--- src/rtl/mexp_pkg.sv ---
package mexp_pkg;

    localparam int W         = 31;
    localparam int EXP_BITS  = 63;
    localparam int CNT_W     = $clog2(W);
    localparam int LAST_STEP = W - 1;

    typedef enum logic [2:0] {
        S_IDLE,
        S_START,
        S_RED,
        S_CHECK,
        S_MUL,
        S_SQR_GO,
        S_SQR,
        S_DONE
    } t_state;

    // Operation run by the shared modular multiplier.
    typedef enum logic [1:0] {
        OP_RED,
        OP_MUL,
        OP_SQR
    } t_op;

    typedef struct packed {
        logic load;
        logic start;
        t_op  op;
        logic step;
        logic emit;
    } t_cmd;

    typedef struct packed {
        logic m_zero;
        logic e_zero;
        logic e_lsb;
        logic last;
    } t_stat;

endpackage

--- src/rtl/mexp_datapath.sv ---
module mexp_datapath
    import mexp_pkg::*;
(
    input  logic                i_clk,
    input  logic                i_rst_n,
    input  t_cmd                i_cmd,
    input  logic                i_req_type,
    input  logic [W-1:0]        i_base,
    input  logic [62:0]         i_exponent,
    input  logic [W-1:0]        i_modulus,
    output t_stat               o_stat,
    output logic [W-1:0]        o_result
);

    logic [W-1:0]        r_acc;
    logic [W-1:0]        r_sq;
    logic [W-1:0]        r_m;
    logic [EXP_BITS-1:0] r_e;
    logic [W-1:0]        r_prod;
    logic [W-1:0]        r_sh;
    logic [CNT_W-1:0]    r_cnt;
    t_op                 r_op;
    logic [W-1:0]        r_out;

    logic [W:0]          m_ext;
    logic [W:0]          addend;
    logic [W:0]          t0;
    logic [W:0]          t1;
    logic [W:0]          t2;
    logic [W:0]          t3;
    logic [EXP_BITS-1:0] e_load;
    logic [W-1:0]        final_val;

    assign m_ext = {1'b0, r_m};

    always_comb begin
        case (r_op)
            OP_RED:  addend = (W+1)'(1);
            OP_MUL:  addend = {1'b0, r_acc};
            default: addend = {1'b0, r_sq};
        endcase
    end

    // One bit of an interleaved multiply: double, reduce, add, reduce.
    // The running value stays below the modulus, so each reduction is one subtract.
    always_comb begin
        t0 = {r_prod, 1'b0};
        t1 = (t0 >= m_ext) ? t0 - m_ext : t0;
        t2 = t1 + (r_sh[W-1] ? addend : '0);
        t3 = (t2 >= m_ext) ? t2 - m_ext : t2;
    end

    always_comb begin
        if (i_req_type) begin
            e_load = (i_modulus <= W'(2)) ? '0 : EXP_BITS'(i_modulus - W'(2));
        end else begin
            e_load = i_exponent[EXP_BITS-1:0];
        end
    end

    // A zero modulus turns every reduction into zero.
    always_comb begin
        if (r_m == '0) begin
            final_val = (r_e == '0) ? W'(1) : '0;
        end else begin
            final_val = r_acc;
        end
    end

    always_ff @(posedge i_clk) begin
        if (!i_rst_n) begin
            r_out <= '0;
        end else begin
            if (i_cmd.load) begin
                r_acc <= W'(1);
                r_sq  <= i_base;
                r_m   <= i_modulus;
                r_e   <= e_load;
            end
            if (i_cmd.start) begin
                r_op   <= i_cmd.op;
                r_prod <= '0;
                r_sh   <= r_sq;
                r_cnt  <= '0;
            end
            if (i_cmd.step) begin
                r_prod <= t3[W-1:0];
                r_sh   <= {r_sh[W-2:0], 1'b0};
                r_cnt  <= r_cnt + CNT_W'(1);
                if (r_cnt == CNT_W'(LAST_STEP)) begin
                    case (r_op)
                        OP_MUL: r_acc <= t3[W-1:0];
                        OP_SQR: begin
                            r_sq <= t3[W-1:0];
                            r_e  <= r_e >> 1;
                        end
                        default: r_sq <= t3[W-1:0];
                    endcase
                end
            end
            if (i_cmd.emit) begin
                r_out <= final_val;
            end
        end
    end

    assign o_stat.m_zero = (r_m == '0);
    assign o_stat.e_zero = (r_e == '0);
    assign o_stat.e_lsb  = r_e[0];
    assign o_stat.last   = (r_cnt == CNT_W'(LAST_STEP));
    assign o_result      = r_out;

endmodule

--- src/rtl/mexp_ctrl.sv ---
module mexp_ctrl
    import mexp_pkg::*;
(
    input  logic i_clk,
    input  logic i_rst_n,
    input  logic i_valid,
    output logic o_stall,
    output logic o_valid,
    input  logic i_stall,
    input  t_stat i_stat,
    output t_cmd  o_cmd
);

    t_state r_state;
    t_state n_state;
    logic   r_ovalid;
    logic   n_ovalid;
    t_cmd   cmd;

    always_ff @(posedge i_clk) begin
        if (!i_rst_n) begin
            r_state  <= S_IDLE;
            r_ovalid <= 1'b0;
        end else begin
            r_state  <= n_state;
            r_ovalid <= n_ovalid;
        end
    end

    always_comb begin
        n_state   = r_state;
        cmd       = '0;
        cmd.op    = OP_RED;
        unique case (r_state)
            S_IDLE: begin
                if (i_valid) begin
                    cmd.load = 1'b1;
                    n_state  = S_START;
                end
            end
            S_START: begin
                if (i_stat.m_zero) begin
                    n_state = S_DONE;
                end else begin
                    cmd.start = 1'b1;
                    cmd.op    = OP_RED;
                    n_state   = S_RED;
                end
            end
            S_RED: begin
                cmd.step = 1'b1;
                if (i_stat.last) begin
                    n_state = S_CHECK;
                end
            end
            S_CHECK: begin
                if (i_stat.e_zero) begin
                    n_state = S_DONE;
                end else if (i_stat.e_lsb) begin
                    cmd.start = 1'b1;
                    cmd.op    = OP_MUL;
                    n_state   = S_MUL;
                end else begin
                    cmd.start = 1'b1;
                    cmd.op    = OP_SQR;
                    n_state   = S_SQR;
                end
            end
            S_MUL: begin
                cmd.step = 1'b1;
                if (i_stat.last) begin
                    n_state = S_SQR_GO;
                end
            end
            S_SQR_GO: begin
                cmd.start = 1'b1;
                cmd.op    = OP_SQR;
                n_state   = S_SQR;
            end
            S_SQR: begin
                cmd.step = 1'b1;
                if (i_stat.last) begin
                    n_state = S_CHECK;
                end
            end
            S_DONE: begin
                // Wait here only while the previous result is still held.
                if (!r_ovalid || !i_stall) begin
                    cmd.emit = 1'b1;
                    n_state  = S_IDLE;
                end
            end
            default: n_state = S_IDLE;
        endcase
    end

    always_comb begin
        n_ovalid = r_ovalid;
        if (cmd.emit) begin
            n_ovalid = 1'b1;
        end else if (r_ovalid && !i_stall) begin
            n_ovalid = 1'b0;
        end
    end

    assign o_cmd   = cmd;
    assign o_stall = (r_state != S_IDLE);
    assign o_valid = r_ovalid;

endmodule

--- src/rtl/modular_exponentiation.sv ---
// Modular exponentiation: result = base ** exponent mod modulus, using
// right-to-left binary square-and-multiply.
// Input channel: i_valid / o_stall with i_req_type, i_base, i_exponent and
// i_modulus. An item is taken when i_valid is high and o_stall is low.
// With i_req_type set, the exponent is modulus - 2 (inverse modulo a prime).
// Output channel: o_valid / i_stall with o_result, one result per item.
// Every modular product runs on one bit-serial multiplier, one multiplier
// bit per cycle. The base is reduced first, then each exponent bit up to
// the highest set one costs a square plus a multiply when the bit is set,
// each product begun by a setup state (S_START, S_CHECK or S_SQR_GO).
// A zero exponent still costs the base reduction and a zero modulus skips
// every product. One item is in work at a time; the next can be accepted
// in the cycle after the result is written.
// The result sits in an output register, so a new item is accepted while a
// finished result waits; a finished item waits only if that register is
// still held by a stalled result.
// Reset is synchronous and active low; it empties the output register and
// returns the controller to idle.
module modular_exponentiation
    import mexp_pkg::*;
(
    input  logic          i_clk,
    input  logic          i_rst_n,
    input  logic          i_valid,
    output logic          o_stall,
    input  logic          i_req_type,
    input  logic [W-1:0]  i_base,
    input  logic [62:0]   i_exponent,
    input  logic [W-1:0]  i_modulus,
    output logic          o_valid,
    input  logic          i_stall,
    output logic [W-1:0]  o_result
);

    t_cmd  cmd;
    t_stat stat;

    mexp_ctrl u_ctrl (
        .i_clk   (i_clk),
        .i_rst_n (i_rst_n),
        .i_valid (i_valid),
        .o_stall (o_stall),
        .o_valid (o_valid),
        .i_stall (i_stall),
        .i_stat  (stat),
        .o_cmd   (cmd)
    );

    mexp_datapath u_datapath (
        .i_clk      (i_clk),
        .i_rst_n    (i_rst_n),
        .i_cmd      (cmd),
        .i_req_type (i_req_type),
        .i_base     (i_base),
        .i_exponent (i_exponent),
        .i_modulus  (i_modulus),
        .o_stat     (stat),
        .o_result   (o_result)
    );

    // A new result never overwrites one that the receiver has not taken.
    a_emit_free: assert property (@(posedge i_clk) disable iff (!i_rst_n)
        cmd.emit |-> (!o_valid || !i_stall))
        else $error("result emitted over a held result");

    // An accepted item keeps the block busy in the next cycle.
    a_busy_after_accept: assert property (@(posedge i_clk) disable iff (!i_rst_n)
        (i_valid && !o_stall) |=> o_stall)
        else $error("block idle right after accepting an item");

    // The multiplier is never started with a zero modulus.
    a_no_zero_mod: assert property (@(posedge i_clk) disable iff (!i_rst_n)
        cmd.start |-> !stat.m_zero)
        else $error("modular product started with zero modulus");

    // Emitting a result and loading a new item never coincide.
    a_load_emit: assert property (@(posedge i_clk) disable iff (!i_rst_n)
        !(cmd.load && cmd.emit))
        else $error("load and emit in the same cycle");

endmodule

--- config.mk ---
export PLATFORM = sky130hd
export DESIGN_NAME = modular_exponentiation
export DESIGN_NICKNAME = d
export VERILOG_FILES = /design/src/rtl/mexp_pkg.sv /design/src/rtl/mexp_datapath.sv /design/src/rtl/mexp_ctrl.sv /design/src/rtl/modular_exponentiation.sv
export SDC_FILE = /design/constraint.sdc
export NUM_CORES = 1
export LEC_CHECK = 0
export ABC_CLOCK_PERIOD_IN_PS = 13600
export BUFFER_PORTS_ARGS = -buffer_cell sky130_fd_sc_hd__buf_2
export CORE_MARGIN = 2
export CORE_UTILIZATION = 66
export CTS_CLUSTER_SIZE = 30
export DETAILED_ROUTE_END_ITERATION = 6
export GPL_TIMING_DRIVEN = 1
export PLACE_DENSITY = 0.87
export SETUP_SLACK_MARGIN = 0.2
export SLEW_MARGIN = 0
export SYNTH_ARGS = -nofsm -noshare
export SYNTH_HDL_FRONTEND = slang
export SYNTH_HIERARCHICAL = 1
export SYNTH_SLANG_ARGS = --single-unit
export TNS_END_PERCENT = 30
--- constraint.sdc ---
create_clock -name i_clk -period 13.6 [get_ports i_clk]
set_input_delay 2.72 -clock i_clk [delete_from_list [all_inputs] [get_ports i_clk]]
set_output_delay 2.72 -clock i_clk [all_outputs]
set_load 0.01 [all_outputs]
==> results.cfg <==
[logic_synthesis]
ys_types = 81
synth.yosys.seq_area_share = 0.412
syn-instance-count = 1962
ys_seq_elements = 260
yosys_warnings = 6
synthAdderAreaFrac = 0.0697
syn-cell-area_um2 = 18100
async_flop_share = 0
synthFlopType = edfxtp_1
synth_compound_area_frac = 0.206
synth_edf_count = 225
synthMuxAreaShare = 0.0555
synth.net_count = 2191
synth-simple-area-share = 0.164
synth_xor_area_frac = 0.0518
synth_top_family_by_area = compound AO/OA/AOI/OAI gates
synth_area_per_cell_um2 = 9.23

[power_and_ir_drop]
p_per_area_nw_per_um2 = 259
power.internal_mw = 2.69
p_clk_frac = 0.153
switching_share = 0.482
ir_drop_v = 0.000216
leakagePower_nw = 7.79
seq_power_share = 0.221
power.switching_mw = 2.50
comb_power_share = 0.626

[die]
die-area_um2 = 28800
io_pins = 163
coreArea_um2 = 27000
die_h_um = 170
initial_core_util = 0.672
rows = 60
dieWidth_um = 170

[grt]
track_usage = 0.363
antenna_found_initial = 4
grt_max_degree = 128
grt_pass1_vias = 15300
overflow = 0
grt_first_pass_wirelength_um = 82200

[layout]
fin_area_um2 = 20000
final_common_cell = edfxtp_1
mostFrequentLayoutCells = 225 x edfxtp_1, 178 x nand2_1, 172 x a21oi_1
layout-drive-gt1-share = 0.152
fin_nets = 2294
syn2layout_area_growth_pct = 10.5
antenna_cells = 0
stdcell_count = 2428

[sta]
finalCritPeriodShare = 0.662
tightest_slew_ns = 1.28
finalHoldViolations = 0
fmax_mhz = 111
slew_headroom = 0.142
fin_crit_ns = 9.00
fin_skew_ns = 0.0142
holdWs_ns = 0.479
tns_ns = 0
rsz0062_at_grt = no
setup_violations = 0
slew_viol_final = 0

[drt]
drc_errors = 3
ant_nets = 0
wl_per_cell_um = 21.9
drt_wl_total_um = 53100
routed_via_density = 6.65
first_iter_violations = 2179
drtPass1Iterations = 7
routed-via-count = 16100

[clock_tree]
cts_resized = 0
root_buffer = clkbuf_16
holdBufCountCts = 0
cts.clk_slew.worst_paths_ns = 0.06
tritoncts = yes
cts_buffer_depth = 3
cts_sinks = 260
clock_latency_ns = 0.57
h-tree-depth = 1
cts_setup_buffers = 0
cts_inserted_buffers = 29

[job]
maxCapViolCount = 0

[critical_path]
ff2ff_setup_slack_ns = 4.60
worstSetupStartpointType = flip-flop
r2r_end = u_datapath/r_sq[9]
slowest_delay_ns = 0.82
crit_slowest_cell = or4_4
regToRegStartpoint = u_datapath/r_m[0]
cp.arrival_ns = 9.28
rr_worst_depth = 28
path_max_fanout = 48
path_common_cell = a31oi_1
worstSetupPathType = reg -> reg
critPathCaptureType = flip-flop
required_ns = 13.88

[min_path]
hold_end = u_datapath/o_result[20]
hp-class = reg -> reg
hold_path_startpoint = u_datapath/o_result[20]
whs_path_depth = 2

[run_status]
violations = DRC
status = finished with violations

[place]
io_buffers = 162
placedCellCount = 2375
placed_area_um2 = 19100
place_congestion = 0.968
hpwl_um = 37900
[metrics by stage]
step | utilization | power (mW) | setup slack, ns
floorplan | - | 3.41 | 6.59
global placement | 0.707 | 4.22 | 4.94
detailed placement | 0.707 | 4.29 | 4.82
CTS | 0.742 | 5.10 | 4.77
global route | 0.742 | 5.49 | 3.94
finish | 0.742 | 5.19 | 4.60
[power by group through the flow]
stage               sequential, mW  combinational, mW  clock [mW]
CTS                           1.14               3.17       0.796
global route                  1.16               3.51       0.827
global placement              1.15               3.07           0
detailed placement            1.16               3.14           0
floorplan                     1.11               2.30           0
finish                        1.15               3.25       0.795
[Yosys cell counts (4+ instances only)]
cell type / n / area, um2
clkbuf_1: 79 / 297
mux2i_1: 19 / 190
o221ai_1: 11 / 96.3
o211ai_1: 9 / 67.6
o21ai_1: 54 / 270
buf_6: 4 / 45.0
o21a_1: 20 / 150
mux2_2: 67 / 754
a21boi_0: 33 / 248
a21oi_1: 173 / 866
a31oi_1: 12 / 75.1
mux2_1: 4 / 45.0
nand3_1: 82 / 410
nor3_1: 23 / 115
o31a_1: 5 / 43.8
o21bai_1: 12 / 90.1
and2_1: 14 / 87.6
dfxtp_1: 35 / 701
a2111oi_0: 4 / 35.0
xnor2_1: 79 / 692
nor4_1: 33 / 206
nor2b_1: 37 / 231
or2_2: 4 / 25.0
ha_1: 96 / 1200
a22oi_1: 34 / 255
buf_2: 9 / 45.0
a21o_1: 32 / 240
and3_1: 14 / 87.6
buf_1: 13 / 48.8
o31ai_1: 37 / 278
nand2_1: 179 / 672
inv_1: 73 / 274
edfxtp_1: 225 / 6760
o21ai_0: 121 / 606
nand4_1: 12 / 75.1
nor2_1: 158 / 593
nand2b_1: 41 / 257
xor2_1: 28 / 245
a211oi_1: 11 / 82.6
or3_1: 9 / 56.3
[routing by layer]
layer	part of all wire	track usage	vias to the layer above
met5	0.00079	0	-
met4	0.066	0.204	8
met3	0.075	0.0462	182
met2	0.47	0.601	871
met1	0.39	0.464	7650
li1	-	-	7427
[critical path: cells and delay by family (launching register included)]
kind	cells	cell delay (ns)
flops	1	0.40
compound gates	18	4.41
buf+inv	1	0.13
mux	1	0.53
xor+xnor	1	0.17
fa+ha+maj	3	1.28
simple gates	4	1.74
[state kept, by name (all words and copies together), names as in the netlist, 2 cells and up]
| name | count |
|---|---|
| u_datapath/r_e | 63 |
| u_datapath/o_result | 31 |
| u_datapath/r_acc | 31 |
| u_datapath/r_m | 31 |
| u_datapath/r_prod | 31 |
| u_datapath/r_sh | 31 |
| u_datapath/r_sq | 31 |
| u_datapath/r_cnt | 5 |
| u_ctrl/r_state | 3 |
| u_datapath/r_op | 2 |
[kinds of logic after synthesis]
group / Yosys count
flops: 260
buf+inv: 182
compound gates: 599
fa+ha+maj: 99
mux: 91
simple gates: 624
xor+xnor: 107
[worst max-delay path by stage]
stage / startpoint / end / slack [ns] / depth (start not counted)
finish: u_datapath/r_m[0] / u_datapath/r_sq[9] / 4.60 / 28
global route: u_datapath/r_m[0] / u_datapath/r_sq[29] / 3.94 / 31
CTS: u_datapath/r_m[0] / u_datapath/r_sq[0] / 4.77 / 28
detailed placement: u_datapath/r_m[0] / u_datapath/r_sq[0] / 4.82 / 28
global placement: u_datapath/r_m[0] / u_datapath/r_sq[0] / 4.94 / 28
floorplan: u_datapath/r_m[25] / u_datapath/r_sq[10] / 6.59 / 34
[layout make-up]
class,count,area [um2]
clock buffers,36,762
clock inverters,17,184
fillers,1897,6940
inverters,74,278
multi-input cells,1520,9950
flip-flops and latches,260,7460
well taps,341,427
repair buffers,180,952
Note: power is estimated with default switching activity, not from simulation.
